==> src/sv/iwa_pkg.sv <==
// Package of the idle worker allocator: field widths, request kinds, states.
// Depends on nothing; used by the interfaces, the top level and the checker.
package iwa_pkg;

  localparam int MAX_WORKERS_DEF = 16;
  localparam int POOL_RESET      = 16;

  localparam int KIND_W   = 2;
  localparam int WORKER_W = 4;
  localparam int HINT_W   = 4;
  localparam int MAXC_W   = 4;
  localparam int TOTAL_W  = 5;
  localparam int CFG_W    = 5;

  typedef enum logic [KIND_W-1:0] {
    KIND_MARK_IDLE   = 2'd0,
    KIND_MARK_ACTIVE = 2'd1,
    KIND_FIND_ONE    = 2'd2,
    KIND_FIND_MANY   = 2'd3
  } kind_t;

  typedef enum logic [2:0] {
    ST_IDLE,
    ST_REDUCE,
    ST_SCAN,
    ST_FINISH,
    ST_MARK
  } state_t;

endpackage

==> src/sv/iwa_req_if.sv <==
// Request channel of the idle worker allocator: valid, ready and payload.
// Depends on iwa_pkg for the field widths.
interface iwa_req_if;
  logic                          valid;
  logic                          ready;
  logic [iwa_pkg::KIND_W-1:0]    kind;
  logic [iwa_pkg::WORKER_W-1:0]  worker;
  logic                          caller_valid;
  logic [iwa_pkg::HINT_W-1:0]    start_hint;
  logic [iwa_pkg::MAXC_W-1:0]    claim_limit;

  modport source (output valid, kind, worker, caller_valid, start_hint, claim_limit,
                  input ready);
  modport sink   (input valid, kind, worker, caller_valid, start_hint, claim_limit,
                  output ready);
endinterface

==> src/sv/iwa_res_if.sv <==
// Result channel of the idle worker allocator: valid, ready and payload.
// Depends on iwa_pkg for the field widths.
interface iwa_res_if;
  logic                          valid;
  logic                          ready;
  logic                          found;
  logic [iwa_pkg::WORKER_W-1:0]  granted_worker;
  logic                          last;
  logic [iwa_pkg::TOTAL_W-1:0]   idle_total;

  modport source (output valid, found, granted_worker, last, idle_total,
                  input ready);
  modport sink   (input valid, found, granted_worker, last, idle_total,
                  output ready);
endinterface

==> src/sv/idle_worker_allocator.sv <==
// Idle worker allocator: idle flags, idle count and a sequenced circular scan.
// Depends on iwa_pkg, iwa_req_if and iwa_res_if.
//
//  channel  | direction | payload
//  ---------+-----------+------------------------------------------------
//  req      | in        | kind, worker, caller_valid, start_hint, claim_limit
//  res      | out       | found, granted_worker, last, idle_total
//  cfg      | in        | cfg_we, cfg_wdata (workers_in_use, no read-back)
//
// A mark request is accepted, then updates its flag and the count in the MARK state.
// A find request is accepted, then the REDUCE state subtracts the pool size n
// from the scan start until it lies in the pool, the SCAN state reads at most n
// flags (one flag per cycle through the shared add/compare unit, unless a held
// grant stalls the scan) until the scan ends, and FINISH issues the final result.
// Reset (rst, synchronous) clears every idle flag, the count and the state,
// and sets the pool size to 16 (or MAX_WORKERS if smaller).
// A full output register holds each grant, the final result or the mark result
// until it drains, and stalls the scan only when a second grant is hit.
module idle_worker_allocator #(
  parameter int MAX_WORKERS = iwa_pkg::MAX_WORKERS_DEF
) (
  input  logic                       clk,
  input  logic                       rst,
  input  logic                       cfg_we,
  input  logic [iwa_pkg::CFG_W-1:0]  cfg_wdata,
  iwa_req_if.sink                    req,
  iwa_res_if.source                  res
);

  // Widths: flag index, idle count / pool size, and a common compare width
  // wide enough for the 4-bit worker and the 5-bit register.
  localparam int IW   = (MAX_WORKERS > 1) ? $clog2(MAX_WORKERS) : 1;
  localparam int CW   = $clog2(MAX_WORKERS + 1);
  localparam int CMPW = (CW > iwa_pkg::CFG_W) ? CW : iwa_pkg::CFG_W;
  localparam int POOL_RST = (iwa_pkg::POOL_RESET > MAX_WORKERS) ?
                            MAX_WORKERS : iwa_pkg::POOL_RESET;

  iwa_pkg::state_t state;
  iwa_pkg::state_t state_next;

  // Worker state.
  logic [MAX_WORKERS-1:0] flags;
  logic [CW-1:0]          count;
  logic [CW-1:0]          count_next;
  logic [CW-1:0]          pool;
  logic [CW-1:0]          pool_wr;

  // Request held for the duration of its work.
  iwa_pkg::kind_t              kind_r;
  logic [iwa_pkg::WORKER_W-1:0] worker_r;
  logic                        skip_en;
  logic [CMPW-1:0]             ptr;
  logic [CW-1:0]               steps;
  logic [iwa_pkg::MAXC_W-1:0]  remaining;

  // Grant waiting for its last mark to be known.
  logic           pend_valid;
  logic [IW-1:0]  pend_idx;
  logic [CW-1:0]  pend_total;

  // Output register.
  logic                         out_valid;
  logic                         out_found;
  logic [iwa_pkg::WORKER_W-1:0] out_worker;
  logic                         out_last;
  logic [iwa_pkg::TOTAL_W-1:0]  out_total;

  // Datapath.
  iwa_pkg::kind_t               req_kind;
  logic [iwa_pkg::WORKER_W-1:0] req_start;
  logic [iwa_pkg::MAXC_W-1:0]   req_limit;
  logic                         accept;
  logic                         out_free;
  logic [IW-1:0]                addr;
  logic                         flag_rd;
  logic                         in_pool;
  logic                         scan_done;
  logic                         hit;
  logic                         ptr_ge_n;
  logic [CMPW-1:0]              addend;
  logic [CMPW-1:0]              sum;
  logic                         mark_set;
  logic                         mark_clr;

  // Sequencer controls.
  logic step_go;
  logic claim;
  logic push_mid;
  logic fin_go;
  logic mark_go;

  assign req_kind = iwa_pkg::kind_t'(req.kind);
  assign accept   = req.valid && req.ready;
  assign out_free = !out_valid || res.ready;

  // Find one with no caller starts at the hint; every other find at the caller.
  assign req_start = (req_kind == iwa_pkg::KIND_FIND_ONE && !req.caller_valid) ?
                     req.start_hint : req.worker;

  // Claim budget: one for find one (zero when none is idle), min(count, claim_limit) for find many.
  always_comb begin
    if (req_kind == iwa_pkg::KIND_FIND_ONE) begin
      req_limit = (count != '0) ? iwa_pkg::MAXC_W'(1) : '0;
    end else if (CMPW'(count) < CMPW'(req.claim_limit)) begin
      req_limit = iwa_pkg::MAXC_W'(count);
    end else begin
      req_limit = req.claim_limit;
    end
  end

  // One read/write address into the flags: the marked worker or the scan slot.
  assign addr    = (state == iwa_pkg::ST_MARK) ? IW'(worker_r) : IW'(ptr);
  assign flag_rd = flags[addr];
  assign in_pool = CMPW'(worker_r) < CMPW'(pool);

  assign scan_done = (steps == pool) || (remaining == '0);
  assign hit       = flag_rd && !(skip_en && (ptr == CMPW'(worker_r)));
  assign ptr_ge_n  = ptr >= CMPW'(pool);

  // Shared unit: subtract the pool size while reducing, step by one while scanning.
  assign addend = (state == iwa_pkg::ST_REDUCE) ? (CMPW'(0) - CMPW'(pool)) : CMPW'(1);
  assign sum    = ptr + addend;

  assign mark_set = in_pool && (kind_r == iwa_pkg::KIND_MARK_IDLE) && !flag_rd;
  assign mark_clr = in_pool && (kind_r == iwa_pkg::KIND_MARK_ACTIVE) && flag_rd;

  // Register write: clamp to 1 .. MAX_WORKERS.
  always_comb begin
    if (cfg_wdata == '0) begin
      pool_wr = CW'(1);
    end else if (CMPW'(cfg_wdata) > CMPW'(MAX_WORKERS)) begin
      pool_wr = CW'(MAX_WORKERS);
    end else begin
      pool_wr = CW'(cfg_wdata);
    end
  end

  // Next state.
  always_comb begin
    state_next = state;
    case (state)
      iwa_pkg::ST_IDLE: begin
        if (req.valid) begin
          if (req_kind == iwa_pkg::KIND_MARK_IDLE || req_kind == iwa_pkg::KIND_MARK_ACTIVE) begin
            state_next = iwa_pkg::ST_MARK;
          end else begin
            state_next = iwa_pkg::ST_REDUCE;
          end
        end
      end
      iwa_pkg::ST_REDUCE: begin
        if (!ptr_ge_n) begin
          state_next = iwa_pkg::ST_SCAN;
        end
      end
      iwa_pkg::ST_SCAN: begin
        if (scan_done) begin
          state_next = iwa_pkg::ST_FINISH;
        end
      end
      iwa_pkg::ST_FINISH: begin
        if (out_free) begin
          state_next = iwa_pkg::ST_IDLE;
        end
      end
      iwa_pkg::ST_MARK: begin
        if (out_free) begin
          state_next = iwa_pkg::ST_IDLE;
        end
      end
      default: state_next = iwa_pkg::ST_IDLE;
    endcase
  end

  // Sequencer outputs.
  always_comb begin
    req.ready = 1'b0;
    step_go   = 1'b0;
    claim     = 1'b0;
    push_mid  = 1'b0;
    fin_go    = 1'b0;
    mark_go   = 1'b0;
    case (state)
      iwa_pkg::ST_IDLE: begin
        req.ready = 1'b1;
      end
      iwa_pkg::ST_SCAN: begin
        // Hold the scan when a new grant would have to push the held one
        // into a full output register.
        if (!scan_done) begin
          step_go  = !(hit && pend_valid && !out_free);
          claim    = step_go && hit;
          push_mid = claim && pend_valid;
        end
      end
      iwa_pkg::ST_FINISH: begin
        fin_go = out_free;
      end
      iwa_pkg::ST_MARK: begin
        mark_go = out_free;
      end
      default: begin
        req.ready = 1'b0;
      end
    endcase
  end

  always_comb begin
    count_next = count;
    if (claim) begin
      count_next = count - CW'(1);
    end else if (mark_go && mark_set) begin
      count_next = count + CW'(1);
    end else if (mark_go && mark_clr) begin
      count_next = count - CW'(1);
    end
  end

  // Control state.
  always_ff @(posedge clk) begin
    if (rst) begin
      state      <= iwa_pkg::ST_IDLE;
      flags      <= '0;
      count      <= '0;
      pool       <= CW'(POOL_RST);
      pend_valid <= 1'b0;
      out_valid  <= 1'b0;
    end else begin
      state <= state_next;
      count <= count_next;
      if (cfg_we) begin
        pool <= pool_wr;
      end
      if (claim) begin
        flags[addr] <= 1'b0;
      end else if (mark_go && in_pool) begin
        flags[addr] <= (kind_r == iwa_pkg::KIND_MARK_IDLE);
      end
      if (accept || fin_go) begin
        pend_valid <= 1'b0;
      end else if (claim) begin
        pend_valid <= 1'b1;
      end
      if (push_mid || fin_go || mark_go) begin
        out_valid <= 1'b1;
      end else if (res.ready) begin
        out_valid <= 1'b0;
      end
    end
  end

  // Request hold, scan pointer and pending grant.
  always_ff @(posedge clk) begin
    if (accept) begin
      kind_r    <= req_kind;
      worker_r  <= req.worker;
      skip_en   <= (req_kind == iwa_pkg::KIND_FIND_MANY) || req.caller_valid;
      ptr       <= CMPW'(req_start);
      steps     <= '0;
      remaining <= req_limit;
    end else if (state == iwa_pkg::ST_REDUCE && ptr_ge_n) begin
      ptr <= sum;
    end else if (step_go) begin
      ptr   <= (sum == CMPW'(pool)) ? '0 : sum;
      steps <= steps + CW'(1);
      if (claim) begin
        remaining <= remaining - iwa_pkg::MAXC_W'(1);
      end
    end
    if (claim) begin
      pend_idx   <= addr;
      pend_total <= count_next;
    end
  end

  // Output payload: a held grant mid sequence, the final result (held grant or empty) or the mark result.
  always_ff @(posedge clk) begin
    if (push_mid) begin
      out_found  <= 1'b1;
      out_worker <= iwa_pkg::WORKER_W'(pend_idx);
      out_last   <= 1'b0;
      out_total  <= iwa_pkg::TOTAL_W'(pend_total);
    end else if (fin_go) begin
      out_found  <= pend_valid;
      out_worker <= pend_valid ? iwa_pkg::WORKER_W'(pend_idx) : '0;
      out_last   <= 1'b1;
      out_total  <= pend_valid ? iwa_pkg::TOTAL_W'(pend_total) : iwa_pkg::TOTAL_W'(count);
    end else if (mark_go) begin
      out_found  <= 1'b0;
      out_worker <= '0;
      out_last   <= 1'b1;
      out_total  <= iwa_pkg::TOTAL_W'(count_next);
    end
  end

  assign res.valid          = out_valid;
  assign res.found          = out_found;
  assign res.granted_worker = out_worker;
  assign res.last           = out_last;
  assign res.idle_total     = out_total;

endmodule

==> src/flat_wrapper.sv <==
// flat-port wrapper written by rule: the top's interface ports become plain ports
module idle_worker_allocator_flat 
#(
  parameter int MAX_WORKERS = iwa_pkg::MAX_WORKERS_DEF
)
  (clk, rst, cfg_we, cfg_wdata, req_valid, req_kind, req_worker, req_caller_valid, req_start_hint, req_claim_limit, req_ready, res_valid, res_found, res_granted_worker, res_last, res_idle_total, res_ready);
  iwa_req_if req_i ();
  iwa_res_if res_i ();
  input  logic clk;
  input  logic rst;
  input  logic cfg_we;
  input  logic [iwa_pkg::CFG_W-1:0] cfg_wdata;
  input wire logic [$bits(req_i.valid)-1:0] req_valid;
  input wire logic [$bits(req_i.kind)-1:0] req_kind;
  input wire logic [$bits(req_i.worker)-1:0] req_worker;
  input wire logic [$bits(req_i.caller_valid)-1:0] req_caller_valid;
  input wire logic [$bits(req_i.start_hint)-1:0] req_start_hint;
  input wire logic [$bits(req_i.claim_limit)-1:0] req_claim_limit;
  output wire logic [$bits(req_i.ready)-1:0] req_ready;
  output wire logic [$bits(res_i.valid)-1:0] res_valid;
  output wire logic [$bits(res_i.found)-1:0] res_found;
  output wire logic [$bits(res_i.granted_worker)-1:0] res_granted_worker;
  output wire logic [$bits(res_i.last)-1:0] res_last;
  output wire logic [$bits(res_i.idle_total)-1:0] res_idle_total;
  input wire logic [$bits(res_i.ready)-1:0] res_ready;
  assign req_i.valid = req_valid;
  assign req_i.kind = req_kind;
  assign req_i.worker = req_worker;
  assign req_i.caller_valid = req_caller_valid;
  assign req_i.start_hint = req_start_hint;
  assign req_i.claim_limit = req_claim_limit;
  assign req_ready = req_i.ready;
  assign res_valid = res_i.valid;
  assign res_found = res_i.found;
  assign res_granted_worker = res_i.granted_worker;
  assign res_last = res_i.last;
  assign res_idle_total = res_i.idle_total;
  assign res_i.ready = res_ready;
  idle_worker_allocator #(.MAX_WORKERS(MAX_WORKERS)) u_core (.clk(clk), .rst(rst), .cfg_we(cfg_we), .cfg_wdata(cfg_wdata), .req(req_i), .res(res_i));
endmodule
==> config.mk <==
export PLATFORM = sky130hd
export DESIGN_NAME = idle_worker_allocator_flat
export DESIGN_NICKNAME = d
export VERILOG_FILES = /design/src/sv/iwa_pkg.sv /design/src/sv/iwa_req_if.sv /design/src/sv/iwa_res_if.sv /design/src/sv/idle_worker_allocator.sv /design/src/flat_wrapper.sv
export SDC_FILE = /design/constraint.sdc
export NUM_CORES = 1
export LEC_CHECK = 0
export BUFFER_PORTS_ARGS = -buffer_cell sky130_fd_sc_hd__buf_2
export CAP_MARGIN = 20
export CORE_UTILIZATION = 60
export DETAILED_ROUTE_END_ITERATION = 16
export HOLD_SLACK_MARGIN = 0.15
export PLACE_DENSITY = 0.83
export REMOVE_ABC_BUFFERS = 1
export SETUP_SLACK_MARGIN = 0.5
export SYNTH_ARGS = -nofsm -noshare
export SYNTH_HDL_FRONTEND = slang
export SYNTH_SLANG_ARGS = --single-unit
export TNS_END_PERCENT = 10
==> constraint.sdc <==
create_clock -name clk -period 7.6 [get_ports clk]
set_input_delay 1.14 -clock clk [delete_from_list [all_inputs] [get_ports clk]]
set_output_delay 1.14 -clock clk [all_outputs]
set_load 0.02 [all_outputs]
* Yosys cells after proc, flatten, opt, wreduce, memory -nomap -nowiden *
Index checks and enable logic that the tools add are counted.

storage, ports and cells
  register bits after elaboration = 72
  latch bits = 0
  bits in writable memories = 0
  memory bits (read-only) = 0
  memories kept = 0

cells by class
  $add $sub $neg = 6
  multipliers = 0
  div/mod/pow operators = 0
  $lt $le $gt $ge = 6
  eq/ne operators = 16
  shift operators = 0
  muxes and demuxes = 55
  bitwise gates (word level) = 3
  reductions and logical operators = 49

operator list
  cell                                                    number
  two-way mux 5 bit                                       13
  two-way mux 4 bit                                       13
  two-way mux 16 bit                                      2
  two-way mux 1 bit                                       18
  logical AND 1 bit                                       17
  AND 16 bit                                              1
  bitwise mux 16 bit                                      1
  inverter 16 bit                                         1
  two-way mux 3 bit                                       5
  case mux 3 bit (4 select lines)                         1
  nonzero test 2 bit                                      6
  adder 5 x 1 -> 5 bit (second input constant)            2
  equality test 5 bit                                     2
  logical OR 1 bit                                        7
  equality test 3 x 2 -> 1 bit (second input constant)    2
  logical NOT 1 bit                                       6
  inequality test 2 x 1 -> 1 bit (second input constant)  3
  nonzero test 3 bit                                      2
  adder 5 bit                                             1
  equality test 5 x 4 -> 1 bit                            1
  greater-or-equal comparator 5 bit                       1
  greater-than comparator 5 bit (second input constant)   1
  logical NOT 5 bit                                       1
  less-than comparator 4 x 5 -> 1 bit                     1
  other kinds (22)                                        27

* Longest topological paths before layout *
Gate-level depths: netlist of the first run.

  word-level depth = 15
  gate-level depth with buffers = 13

* Worst setup path after synthesis of the first run *
Ideal clock, no wire load.

  kind = register to register
  start point = register u_core.state[0]
  end point = register u_core.out_total (netlist bit u_core.res.idle_total[1]) (data pin)
  arrival = 3.123 ns
  required time = 7.340 ns
  path slack = 4.217 ns
  cell stages (with the launch flop) = 13
  buffers on the path = 2
  period minus slack after synthesis = 3.383 ns
  path through = dfxtp_1 > buf_4 > nor3b_4 > mux2i_2 > inv_2 > buf_6 > mux2i_1 > a221oi_1 > nor2_4 > a21oi_2 > nor2_1 > nor2_1 > mux2_2

on the way
  word-level cells in the longest chain between the ends = 15
  elaborated cells between the ends (all ways) = 29
  classes of those cells = 3 x eq/ne; 15 x mux; 11 x reduce/logical

RTL lines
  item                                       RTL line                      source
  start, declared                            idle_worker_allocator.sv:38   iwa_pkg::state_t state;
  start signal, assigned                     idle_worker_allocator.sv:222  state <= iwa_pkg::ST_IDLE;
  start signal, assigned                     idle_worker_allocator.sv:229  state <= state_next;
  equality test 3 bit *                      idle_worker_allocator.sv:112  assign addr = (state == iwa_pkg::ST_MARK) ? IW'(worker_r) : IW'(ptr);
  two-way mux 4 bit *                        idle_worker_allocator.sv:112
  net u_core.addr[1]                         idle_worker_allocator.sv:74   logic [IW-1:0] addr;
  binary-select mux 1 bit (select 4 bit) *   idle_worker_allocator.sv:113  assign flag_rd = flags[addr];
  two-way mux 1 bit (not written as such) *  idle_worker_allocator.sv:113
  logical AND 1 bit                          idle_worker_allocator.sv:117  assign hit = flag_rd && !(skip_en && (ptr == CMPW'(worker_r)));
  logical AND 1 bit (2 in a row)             idle_worker_allocator.sv:191  step_go = !(hit && pend_valid && !out_free);
  logical NOT 1 bit                          idle_worker_allocator.sv:191
  logical AND 1 bit                          idle_worker_allocator.sv:192  claim = step_go && hit;
  two-way mux 1 bit                          idle_worker_allocator.sv:190  if (!scan_done) begin
  two-way mux 1 bit                          idle_worker_allocator.sv:183  case (state)
  two-way mux 5 bit                          idle_worker_allocator.sv:210  if (claim) begin
  two-way mux 5 bit                          idle_worker_allocator.sv:288  end else if (mark_go) begin
  two-way mux 5 bit                          idle_worker_allocator.sv:283  end else if (fin_go) begin
  two-way mux 5 bit *                        idle_worker_allocator.sv:278  if (push_mid) begin
  end signal, assigned                       idle_worker_allocator.sv:282  out_total <= iwa_pkg::TOTAL_W'(pend_total);
  end signal, assigned                       idle_worker_allocator.sv:287  out_total <= pend_valid ? iwa_pkg::TOTAL_W'(pend_total) : iwa_pkg::TOTAL_W'(count);
  end signal, assigned                       idle_worker_allocator.sv:292  out_total <= iwa_pkg::TOTAL_W'(count_next);
  end, declared                              idle_worker_allocator.sv:66   logic [iwa_pkg::TOTAL_W-1:0] out_total;

Mark *: on every way through the listed nets, which the timed path passes. The rest lies on a longest branch. The select of a mux whose other input is x is not followed.
A chain may end at the register's enable or synchronous reset.

* Worst setup path after layout of the first run *
  start point = register u_core.state[2]
  end point = register u_core.out_total (netlist bit u_core.res.idle_total[1]) (data pin)

Same word-level chain as after synthesis.

==> results of run 1 <==
layer usage:
layer,vias to the layer above,part of all wire [%],wire length (um)
met3,26,6.2,628
met4,0,2.6,264
li1,1776,-,-
met2,161,49,4959
met1,1763,42,4248
met5,-,0,0
flip-flops by register name (all words and copies together) (netlist names), 2 cells and up:
name,count
u_core.res.granted_worker,4
u_core.steps,5
u_core.pend_total,5
u_core.remaining,4
u_core.state,3
u_core.flags,16
u_core.res.idle_total,5
u_core.kind_r,2
u_core.count,5
u_core.ptr,5
u_core.pend_idx,4
u_core.worker_r,4
u_core.pool,5
worst paths after layout:
check                                        to  slack [ns]
max          u_core.res.idle_total[1]$_DFFE_PP_        3.38
min               u_core.res.found$_SDFFE_PP1P_        0.46
max reg2reg  u_core.res.idle_total[1]$_DFFE_PP_        3.38
min reg2reg       u_core.res.found$_SDFFE_PP1P_        0.46
cell families after synthesis:
family                   share of synthesized area [%]
multiplexers                                     5.248
buffers and inverters                            4.649
XOR/XNOR                                         6.161
AO/OA/AOI/OAI                                    17.63
flip-flops                                       40.39
adder cells (fa/ha/maj)                          6.446
AND/OR/NAND/NOR                                  19.48
placed cells by master, fill, tap and decap left out, types with 3 or more instances in the layout:
cell type / Yosys / layout
a211oi_1: 5 / 5
a21o_1: 4 / 4
a21oi_1: 25 / 25
a221oi_1: 3 / 3
a2bb2oi_1: 4 / 4
a311oi_1: 16 / 16
a31oi_1: 6 / 6
and2_1: 4 / 4
and3_1: 7 / 7
buf_2: 1 / 37
clkbuf_8: 0 / 10
dfxtp_1: 39 / 39
edfxtp_1: 33 / 33
ha_1: 21 / 21
inv_1: 23 / 23
mux2_2: 5 / 5
mux2i_1: 16 / 16
nand2_1: 34 / 34
nand2b_1: 10 / 10
nand3_1: 9 / 9
nand4_1: 3 / 3
nor2_1: 69 / 69
nor2b_1: 9 / 9
nor3_1: 8 / 8
nor3b_1: 5 / 5
o21ai_0: 15 / 15
o22ai_1: 7 / 7
o31ai_1: 3 / 3
or3_1: 3 / 3
or3b_2: 3 / 3
xnor2_1: 20 / 20
xor2_1: 9 / 9
power breakdown:
group	switching (uW)	total (uW)	internal [uW]
registers	64.9	540	475
logic	327	524	197
clock network	142	289	147
critical path, cell delays in order, from the launching register on:
cell,delay [ns]
dfxtp_1,0.48
nor3b_4,0.69
mux2i_1,0.70
inv_2,0.19
a221oi_1,0.49
nor2_4,0.12
a21oi_2,0.61
nor2_1,0.11
nor2_1,0.22
mux2_2,0.36
area by class of cell:
cell class                 instances  share of cell area (%)
timing repair buffer              37                   3.873
tap                               96                   2.512
inverter                          27                   2.120
multi-input combinational        358                   50.43
sequential                        72                   37.06
clock inverter                     4                  0.5234
clock buffer                      12                   3.481
metrics by stage:
step / instances / hold slack (ns) / worst slack, ns
floorplan: 457 / 0.4492 / 4.012
global placement: 590 / 0.4493 / 3.649
detailed placement: 590 / 0.4597 / 3.417
CTS: 606 / 0.4750 / 3.396
global route: 606 / 0.4856 / 3.051
finish: 606 / 0.4644 / 3.382
==> report_table.html, run 1 <==
<table>
<tr><th>Metric</th><th>Value</th></tr>
<tr><th colspan="2">Clock network</th></tr>
<tr><td>Max Root-Sink Buffers</td><td>2</td></tr>
<tr><td>CTS resizes</td><td>0</td></tr>
<tr><td>Clock buffer count from CTS</td><td>9</td></tr>
<tr><td>CTS Root Cell</td><td>clkbuf_8</td></tr>
<tr><td>Insertion delay to the later sink of the worst-skew pair</td><td>approximately 0.35 ns</td></tr>
<tr><td>H-tree level count</td><td>3</td></tr>
<tr><td>Number of hold buffers added after cts</td><td>0</td></tr>
<tr><td>Clock tree from TritonCTS</td><td>yes</td></tr>
<tr><td>Clock sink count</td><td>72</td></tr>
<tr><td>Clock Pin Slew Worst Setup and Hold Paths</td><td>around 0.070 ns</td></tr>
<tr><td>Number of setup buffers added after CTS</td><td>0</td></tr>
<tr><th colspan="2">Synthesis</th></tr>
<tr><td>Cell type with the highest aggregate area in the netlist</td><td>edfxtp_1</td></tr>
<tr><td>Flip-flop and latch count after synthesis</td><td>a little over 70</td></tr>
<tr><td>Sequential cell area fraction in the yosys report</td><td>40.39%</td></tr>
<tr><td>Post-synth top area share</td><td>22.59%</td></tr>
<tr><td>Main flop type after synthesis</td><td>dfxtp_1</td></tr>
<tr><td>Synthesized instance count</td><td>477</td></tr>
<tr><td>Synth Cell Area</td><td>4387 um^2</td></tr>
<tr><td>Synth top cells by count</td><td>69 x nor2_1, 39 x dfxtp_1, 34 x nand2_1</td></tr>
<tr><td>Most frequent cell after synthesis</td><td>nor2_1</td></tr>
<tr><td>Synth area leaders</td><td>edfxtp_1 23%, dfxtp_1 18%, ha_1 6.0%</td></tr>
<tr><td>Ys Warns</td><td>0</td></tr>
<tr><td>Share of synthesized registers carrying an async set or reset</td><td>0%</td></tr>
<tr><td>Cell variety after synth</td><td>66</td></tr>
<tr><td>Syn avg cell area</td><td>between 9 and 10 um^2</td></tr>
<tr><td>Number of flops mapped to enable cells by yosys</td><td>33</td></tr>
<tr><th colspan="2">Timing</th></tr>
<tr><td>Number of hold violations in the final report</td><td>0</td></tr>
<tr><td>Worst max-slew margin expressed relative to the limit</td><td>between 30% and 40%</td></tr>
<tr><td>Count of final setup violators</td><td>0</td></tr>
<tr><td>Final critical-path required period</td><td>roughly 4.2 ns</td></tr>
<tr><td>Transition time at the pin with the least slew margin</td><td>0.9958 ns</td></tr>
<tr><td>Worst Clk Skew</td><td>0.01004 ns</td></tr>
<tr><td>RSZ-0062 raised after global routing</td><td>no</td></tr>
<tr><td>Fin Setup TNS</td><td>0 ns</td></tr>
<tr><td>Final worst path period share</td><td>roughly 55%</td></tr>
<tr><td>Maximum clock frequency</td><td>237.1 MHz</td></tr>
<tr><td>Final max-slew violation count</td><td>0</td></tr>
<tr><th colspan="2">GRT</th></tr>
<tr><td>Maximum number of pins on one net before global-route repair</td><td>32</td></tr>
<tr><td>Via count of the first global-routing pass</td><td>between 3000 and 4000</td></tr>
<tr><td>Routing layer with the top usage in global route</td><td>met2</td></tr>
<tr><td>Met2 usage</td><td>between 40% and 50%</td></tr>
<tr><td>M1 GR Usage</td><td>about 36%</td></tr>
<tr><td>Met3 layer usage reported by global route</td><td>slightly above 5%</td></tr>
<tr><td>GRT overflow</td><td>0</td></tr>
<tr><td>Overall Global Routing Usage</td><td>~28%</td></tr>
<tr><td>Wire length of the first global-routing pass</td><td>16.50 mm</td></tr>
<tr><td>Antenna violations before repair</td><td>0</td></tr>
<tr><th colspan="2">Finish</th></tr>
<tr><td>Antenna Cells</td><td>0</td></tr>
<tr><td>Filler cell count in the final layout</td><td>between 500 and 600</td></tr>
<tr><td>Footprint of the multi-input gates</td><td>2411 um^2</td></tr>
<tr><td>Fraction of final layout cells with drive strength greater than 1</td><td>between 10% and 20%</td></tr>
<tr><td>Final design instance area without fill</td><td>~4800 um^2</td></tr>
<tr><td>P&amp;R area growth vs syn</td><td>8.985%</td></tr>
<tr><td>Post-layout nets</td><td>~550</td></tr>
<tr><td>Core Util, Final</td><td>approximately 70%</td></tr>
<tr><td>Register area</td><td>1772 um^2</td></tr>
<tr><th colspan="2">Die</th></tr>
<tr><td>Placeable core region</td><td>~6900 um^2</td></tr>
<tr><td>Die Span Y</td><td>~88 um</td></tr>
<tr><td>Starting density of the core</td><td>63.17%</td></tr>
<tr><td>Horizontal die dimension</td><td>about 88 um</td></tr>
<tr><td>Die ar.</td><td>~7700 um^2</td></tr>
<tr><td>Boundary Pins</td><td>38</td></tr>
<tr><td>Row cnt</td><td>30</td></tr>
<tr><th colspan="2">Placement</th></tr>
<tr><td>Port Buffers</td><td>37</td></tr>
<tr><td>Placed wire-length estimate</td><td>7.477 mm</td></tr>
<tr><td>Total placed instance area</td><td>around 4600 um^2</td></tr>
<tr><td>Placer's final routability congestion estimate</td><td>between 0.9 and 1</td></tr>
<tr><th colspan="2">Power and ir drop</th></tr>
<tr><td>Total power of the final layout</td><td>1352 uW</td></tr>
<tr><td>Total power density per cell area</td><td>roughly 280 nW/um^2</td></tr>
<tr><td>Static leakage power</td><td>around 0.0019 uW</td></tr>
<tr><td>Worst supply voltage drop on vdd</td><td>0.1954 mV</td></tr>
<tr><th colspan="2">Routing</th></tr>
<tr><td>Total Wirelength</td><td>just over 10 mm</td></tr>
<tr><td>Router iterations before antenna repair</td><td>5</td></tr>
<tr><td>Number of nets with antenna violations after routing</td><td>0</td></tr>
<tr><td>DRC violations left</td><td>0</td></tr>
<tr><td>Number of violations reported at the end of detailed-routing iteration 0</td><td>between 200 and 250</td></tr>
<tr><td>Via total after detailed routing</td><td>3726</td></tr>
<tr><td>Ratio of routed vias to standard cells</td><td>6.149</td></tr>
<tr><td>Average wire per cell in the routed design</td><td>16.67 um</td></tr>
<tr><th colspan="2">Setup path</th></tr>
<tr><td>Crit path from</td><td>u_core.state[2]$_SDFFE_PP0P_</td></tr>
<tr><td>Required time reported for the critical path endpoint</td><td>a little under 8 ns</td></tr>
<tr><td>FF-to-FF Start</td><td>u_core.state[2]$_SDFFE_PP0P_</td></tr>
<tr><td>Setup crit end kind</td><td>register</td></tr>
<tr><td>Sort of element at the start of the critical path</td><td>register</td></tr>
<tr><td>Arrival time at the worst endpoint</td><td>~4.3 ns</td></tr>
<tr><td>Worst Reg2Reg Path Length in Cells</td><td>9</td></tr>
<tr><td>Worst setup path class</td><td>register to register</td></tr>
<tr><td>Worst-path maximum fanout</td><td>18</td></tr>
<tr><th colspan="2">Worst hold path</th></tr>
<tr><td>Critical hold path startpoint</td><td>u_core.res.found$_SDFFE_PP1P_</td></tr>
<tr><td>Number of stages on the worst hold path</td><td>1</td></tr>
<tr><td>Tightest Hold Check Type</td><td>register to register</td></tr>
<tr><th colspan="2">Status</th></tr>
<tr><td>Run status</td><td>finished, final reports clean</td></tr>
<tr><th colspan="2">Flow run</th></tr>
<tr><td>Max-capacitance violation count</td><td>0</td></tr>
</table>
(Power assumes the default switching activity.)
==> run 2, diff against run 1 <==
Settings changed: ABC_AREA set to 1.
Clock period 7.6 ns to 4.43 ns, I/O delays scaled along.
==> report_table.html, run 2 <==
<table>
<tr><th>Metric</th><th>Value</th></tr>
<tr><th colspan="2">GRT</th></tr>
<tr><td>GRT overflow</td><td>0 (unchanged)</td></tr>
<tr><td>Overall Global Routing Usage</td><td>28.64% (+0.30 points)</td></tr>
<tr><td>Antenna violations before repair</td><td>0 (unchanged)</td></tr>
<tr><td>Via count of the first global-routing pass</td><td>3853 (+10%)</td></tr>
<tr><td>Wire length of the first global-routing pass</td><td>17.34 mm (+5.1%)</td></tr>
<tr><td>Maximum number of pins on one net before global-route repair</td><td>26 (-19%)</td></tr>
<tr><th colspan="2">Die</th></tr>
<tr><td>Die ar.</td><td>7917 um^2 (+3.4%)</td></tr>
<tr><td>Starting density of the core</td><td>62.25% (-0.92 points)</td></tr>
<tr><td>Horizontal die dimension</td><td>88.98 um (+1.7%)</td></tr>
<tr><td>Boundary Pins</td><td>38 (unchanged)</td></tr>
<tr><td>Die Span Y</td><td>88.98 um (+1.7%)</td></tr>
<tr><td>Row cnt</td><td>31 (+3.3%)</td></tr>
<tr><td>Placeable core region</td><td>7292 um^2 (+5.0%)</td></tr>
<tr><th colspan="2">Timing</th></tr>
<tr><td>Count of final setup violators</td><td>0 (unchanged)</td></tr>
<tr><td>RSZ-0062 raised after global routing</td><td>no</td></tr>
<tr><td>Fin Setup TNS</td><td>0 ns (unchanged)</td></tr>
<tr><td>Final max-slew violation count</td><td>0 (unchanged)</td></tr>
<tr><td>Final worst path period share</td><td>74.23% (+19 points)</td></tr>
<tr><td>Final critical-path required period</td><td>3.288 ns (-0.9292 ns)</td></tr>
<tr><td>Number of hold violations in the final report</td><td>0 (unchanged)</td></tr>
<tr><td>Worst Clk Skew</td><td>0.01550 ns (+0.005460 ns)</td></tr>
<tr><td>Worst max-slew margin expressed relative to the limit</td><td>33.11% (+0.36 points)</td></tr>
<tr><td>Transition time at the pin with the least slew margin</td><td>0.9979 ns (+0.002144 ns)</td></tr>
<tr><td>Maximum clock frequency</td><td>304.1 MHz (+28%)</td></tr>
<tr><th colspan="2">Setup path</th></tr>
<tr><td>Crit path capture</td><td>u_core.res.idle_total[0]$_DFFE_PP_</td></tr>
<tr><td>Crit path from</td><td>u_core.pool[2]$_SDFFE_PP0P_</td></tr>
<tr><td>Slack of the worst reg-to-reg path</td><td>1.14 ns (-2.24 ns)</td></tr>
<tr><td>FF-to-FF Start</td><td>u_core.pool[2]$_SDFFE_PP0P_</td></tr>
<tr><td>Required time reported for the critical path endpoint</td><td>4.54 ns (-3.17 ns)</td></tr>
<tr><td>Destination of the worst register-to-register timing path</td><td>u_core.res.idle_total[0]$_DFFE_PP_</td></tr>
<tr><td>Setup crit end kind</td><td>register</td></tr>
<tr><td>Worst setup path class</td><td>register to register</td></tr>
<tr><td>Sort of element at the start of the critical path</td><td>register</td></tr>
<tr><td>Arrival time at the worst endpoint</td><td>3.40 ns (-0.92 ns)</td></tr>
<tr><td>Worst-path maximum fanout</td><td>15 (-3)</td></tr>
<tr><td>Worst Reg2Reg Path Length in Cells</td><td>15 (+6)</td></tr>
<tr><th colspan="2">Clock network</th></tr>
<tr><td>Clock sink count</td><td>72 (unchanged)</td></tr>
<tr><td>Clock Pin Slew Worst Setup and Hold Paths</td><td>0.07 ns (about the same)</td></tr>
<tr><td>Number of setup buffers added after CTS</td><td>0 (unchanged)</td></tr>
<tr><td>H-tree level count</td><td>3 (unchanged)</td></tr>
<tr><td>CTS Root Cell</td><td>clkbuf_8</td></tr>
<tr><td>Clock tree from TritonCTS</td><td>yes</td></tr>
<tr><td>Number of hold buffers added after cts</td><td>0 (unchanged)</td></tr>
<tr><td>CTS resizes</td><td>0 (unchanged)</td></tr>
<tr><td>Insertion delay to the later sink of the worst-skew pair</td><td>0.36 ns (about the same)</td></tr>
<tr><td>Clock buffer count from CTS</td><td>9 (unchanged)</td></tr>
<tr><td>Max Root-Sink Buffers</td><td>2 (unchanged)</td></tr>
<tr><th colspan="2">Placement</th></tr>
<tr><td>Placed wire-length estimate</td><td>7.725 mm (+3.3%)</td></tr>
<tr><td>Placer's final routability congestion estimate</td><td>1.002 (+0.34%)</td></tr>
<tr><td>Port Buffers</td><td>37 (unchanged)</td></tr>
<tr><th colspan="2">Synthesis</th></tr>
<tr><td>Main flop type after synthesis</td><td>dfxtp_1</td></tr>
<tr><td>Most frequent cell after synthesis</td><td>nand2_1</td></tr>
<tr><td>Share of synthesized registers carrying an async set or reset</td><td>0% (unchanged)</td></tr>
<tr><td>Synthesized instance count</td><td>631 (+32%)</td></tr>
<tr><td>Number of flops mapped to enable cells by yosys</td><td>33 (unchanged)</td></tr>
<tr><td>Ys Warns</td><td>0 (unchanged)</td></tr>
<tr><td>Syn avg cell area</td><td>7.194 um^2 (-22%)</td></tr>
<tr><td>Synth Cell Area</td><td>4539 um^2 (+3.5%)</td></tr>
<tr><td>Cell variety after synth</td><td>45 (-32%)</td></tr>
<tr><td>Cell type with the highest aggregate area in the netlist</td><td>edfxtp_1</td></tr>
<tr><td>Sequential cell area fraction in the yosys report</td><td>39.03% (-1.4 points)</td></tr>
<tr><td>Synth area leaders</td><td>edfxtp_1 22%, dfxtp_1 17%, nand2_1 14%</td></tr>
<tr><td>Flip-flop and latch count after synthesis</td><td>72 (unchanged)</td></tr>
<tr><td>Synth top cells by count</td><td>164 x nand2_1, 97 x inv_1, 73 x nor2_1</td></tr>
<tr><td>Post-synth top area share</td><td>21.83% (-0.76 points)</td></tr>
<tr><th colspan="2">Routing</th></tr>
<tr><td>Top metal layer carrying routed signals</td><td>met4</td></tr>
<tr><td>Total met3 wirelength after detailed routing</td><td>591 um (-5.9%)</td></tr>
<tr><td>Metal1 wirelength</td><td>4.485 mm (+5.6%)</td></tr>
<tr><td>Number of nets with antenna violations after routing</td><td>0 (unchanged)</td></tr>
<tr><td>Via total after detailed routing</td><td>4211 (+13%)</td></tr>
<tr><td>DRC violations left</td><td>0 (unchanged)</td></tr>
<tr><td>Ratio of routed vias to standard cells</td><td>5.448 (-11%)</td></tr>
<tr><td>Number of violations reported at the end of detailed-routing iteration 0</td><td>244 (-0.81%)</td></tr>
<tr><td>Average wire per cell in the routed design</td><td>13.47 um (-19%)</td></tr>
<tr><td>Router iterations before antenna repair</td><td>5 (unchanged)</td></tr>
<tr><td>Total Wirelength</td><td>10.41 mm (+3.1%)</td></tr>
<tr><td>Routed length on met2</td><td>5.112 mm (+3.1%)</td></tr>
<tr><th colspan="2">Worst hold path</th></tr>
<tr><td>Tightest Hold Check Type</td><td>register to register</td></tr>
<tr><th colspan="2">Finish</th></tr>
<tr><td>Antenna Cells</td><td>0 (unchanged)</td></tr>
<tr><td>Max reg flops</td><td>16 (unchanged)</td></tr>
<tr><td>P&amp;R area growth vs syn</td><td>10.83%</td></tr>
<tr><td>Leading cell type in the layout, fill and taps excluded</td><td>nand2_1</td></tr>
<tr><td>Top reg by flops</td><td>u_core.flags</td></tr>
<tr><td>Post-layout nets</td><td>716 (+30%)</td></tr>
<tr><td>Leading cell types in the layout, fill and taps excluded</td><td>164 x nand2_1, 97 x inv_1, 73 x nor2_1</td></tr>
<tr><td>Fraction of final layout cells with drive strength greater than 1</td><td>10.98% (-3.3 points)</td></tr>
<tr><th colspan="2">Power and ir drop</th></tr>
<tr><td>Net switching power of the design</td><td>1602 uW (+200%)</td></tr>
<tr><td>Switching part of the total power</td><td>45.58% (+6.1 points)</td></tr>
<tr><td>Total power density per cell area</td><td>698.4 nW/um^2 (+150%)</td></tr>
<tr><td>Seq pwr share</td><td>32.4% (-7.5 points)</td></tr>
<tr><td>Internal power</td><td>1912 uW (+130%)</td></tr>
<tr><td>Static leakage power</td><td>0.002348 uW (+26%)</td></tr>
<tr><td>Total power of the final layout</td><td>3514 uW (+160%)</td></tr>
<tr><td>Worst supply voltage drop on vdd</td><td>0.3015 mV (+54%)</td></tr>
<tr><td>Comb pwr share</td><td>50.7% (+12 points)</td></tr>
<tr><td>Part of the power in the clock network</td><td>16.9% (-4.5 points)</td></tr>
<tr><th colspan="2">Status</th></tr>
<tr><td>Run status</td><td>finished, final reports clean</td></tr>
<tr><th colspan="2">Flow run</th></tr>
<tr><td>Max-capacitance violation count</td><td>0 (unchanged)</td></tr>
</table>
run 2: changes by cell type after synthesis, moves of 16 or more:
cell / change
nand2_1: +130
inv_1: +74
nand3_1: +26
a21oi_1: +24
a311oi_1: -16
mux2i_1: -16
run 2: worst min path at each step:
stage,start,to,slack (ns),cells past startpoint
5_1_grt,u_core.flags[4]$_SDFFE_PP0P_,u_core.flags[4]$_SDFFE_PP0P_,0.48,2
6_report,u_core.res.found$_SDFFE_PP1P_,u_core.res.found$_SDFFE_PP1P_,0.46,2
4_1_cts,u_core.flags[5]$_SDFFE_PP0P_,u_core.flags[5]$_SDFFE_PP0P_,0.46,2
3_3_place_gp,u_core.res.found$_SDFFE_PP1P_,u_core.res.found$_SDFFE_PP1P_,0.43,2
3_5_place_dp,u_core.res.found$_SDFFE_PP1P_,u_core.res.found$_SDFFE_PP1P_,0.45,2
2_1_floorplan,u_core.flags[10]$_SDFFE_PP0P_,u_core.flags[10]$_SDFFE_PP0P_,0.43,2
run 2: cell families (layout without fill, tap and decap cells):
logic type                 after synthesis  in the layout  synth area share [%]
and+or+nand+nor                        304            304                 28.72
adders and majority gates               22             22                 6.229
DFF                                     72             72                 39.03
xor gates and xnor gates                19             19                 3.666
AOI/OAI and AO/OA                      100            100                 12.54
buffers and inverters                  114            157                 9.812
run 2: per-stage QoR:
step	setup WS (ns)	utilization (%)	area (um^2)	hold WS, ns	instances
finish	1.142	68.99	5031	0.4551	773
global route	0.8069	68.99	5031	0.4801	773
CTS	1.182	68.99	5031	0.4599	773
detailed placement	1.251	65.84	4801	0.4501	757
global placement	1.355	65.84	4801	0.4337	757
floorplan	1.711	-	4477	0.4277	619
run 2: power groups by stage:
stage,Combinational [uW],Clock (uW),Sequential [uW]
floorplan,1320,0,1140
global placement,1700,0,1140
detailed placement,1760,0,1150
CTS,1770,599,1130
global route,2020,625,1160
finish,1780,595,1140
run 2: worst max-delay path, cell delays in order (launching register included):
cell	delay, ns
dfxtp_1	0.43
inv_1	0.15
ha_1	0.33
a21o_1	0.17
a22oi_1	0.18
nand3_2	0.21
nor3_2	0.80
inv_2	0.06
nor2_1	0.25
nor2_1	0.10
nand2_1	0.06
nand2_1	0.05
nand2_1	0.10
nand2_1	0.06
nand2_1	0.06
nand2_1	0.04
run 2: routing by layer:
layer	vias to the layer above	GRT usage, %
met5	-	0
li1	2113	-
met1	1907	35.93
met4	0	12.84
met3	26	4.709
met2	165	48.74
run 2: area by class of cell:
cell class / count / area (um^2)
well taps: 99 / 123.9
repair buffers: 39 / 200.2
inverters: 102 / 382.9
flip-flops and latches: 72 / 1772
multi-input cells: 445 / 2322
fillers: 619 / 2261
clock inverters: 5 / 78.83
clock buffers: 11 / 151.4
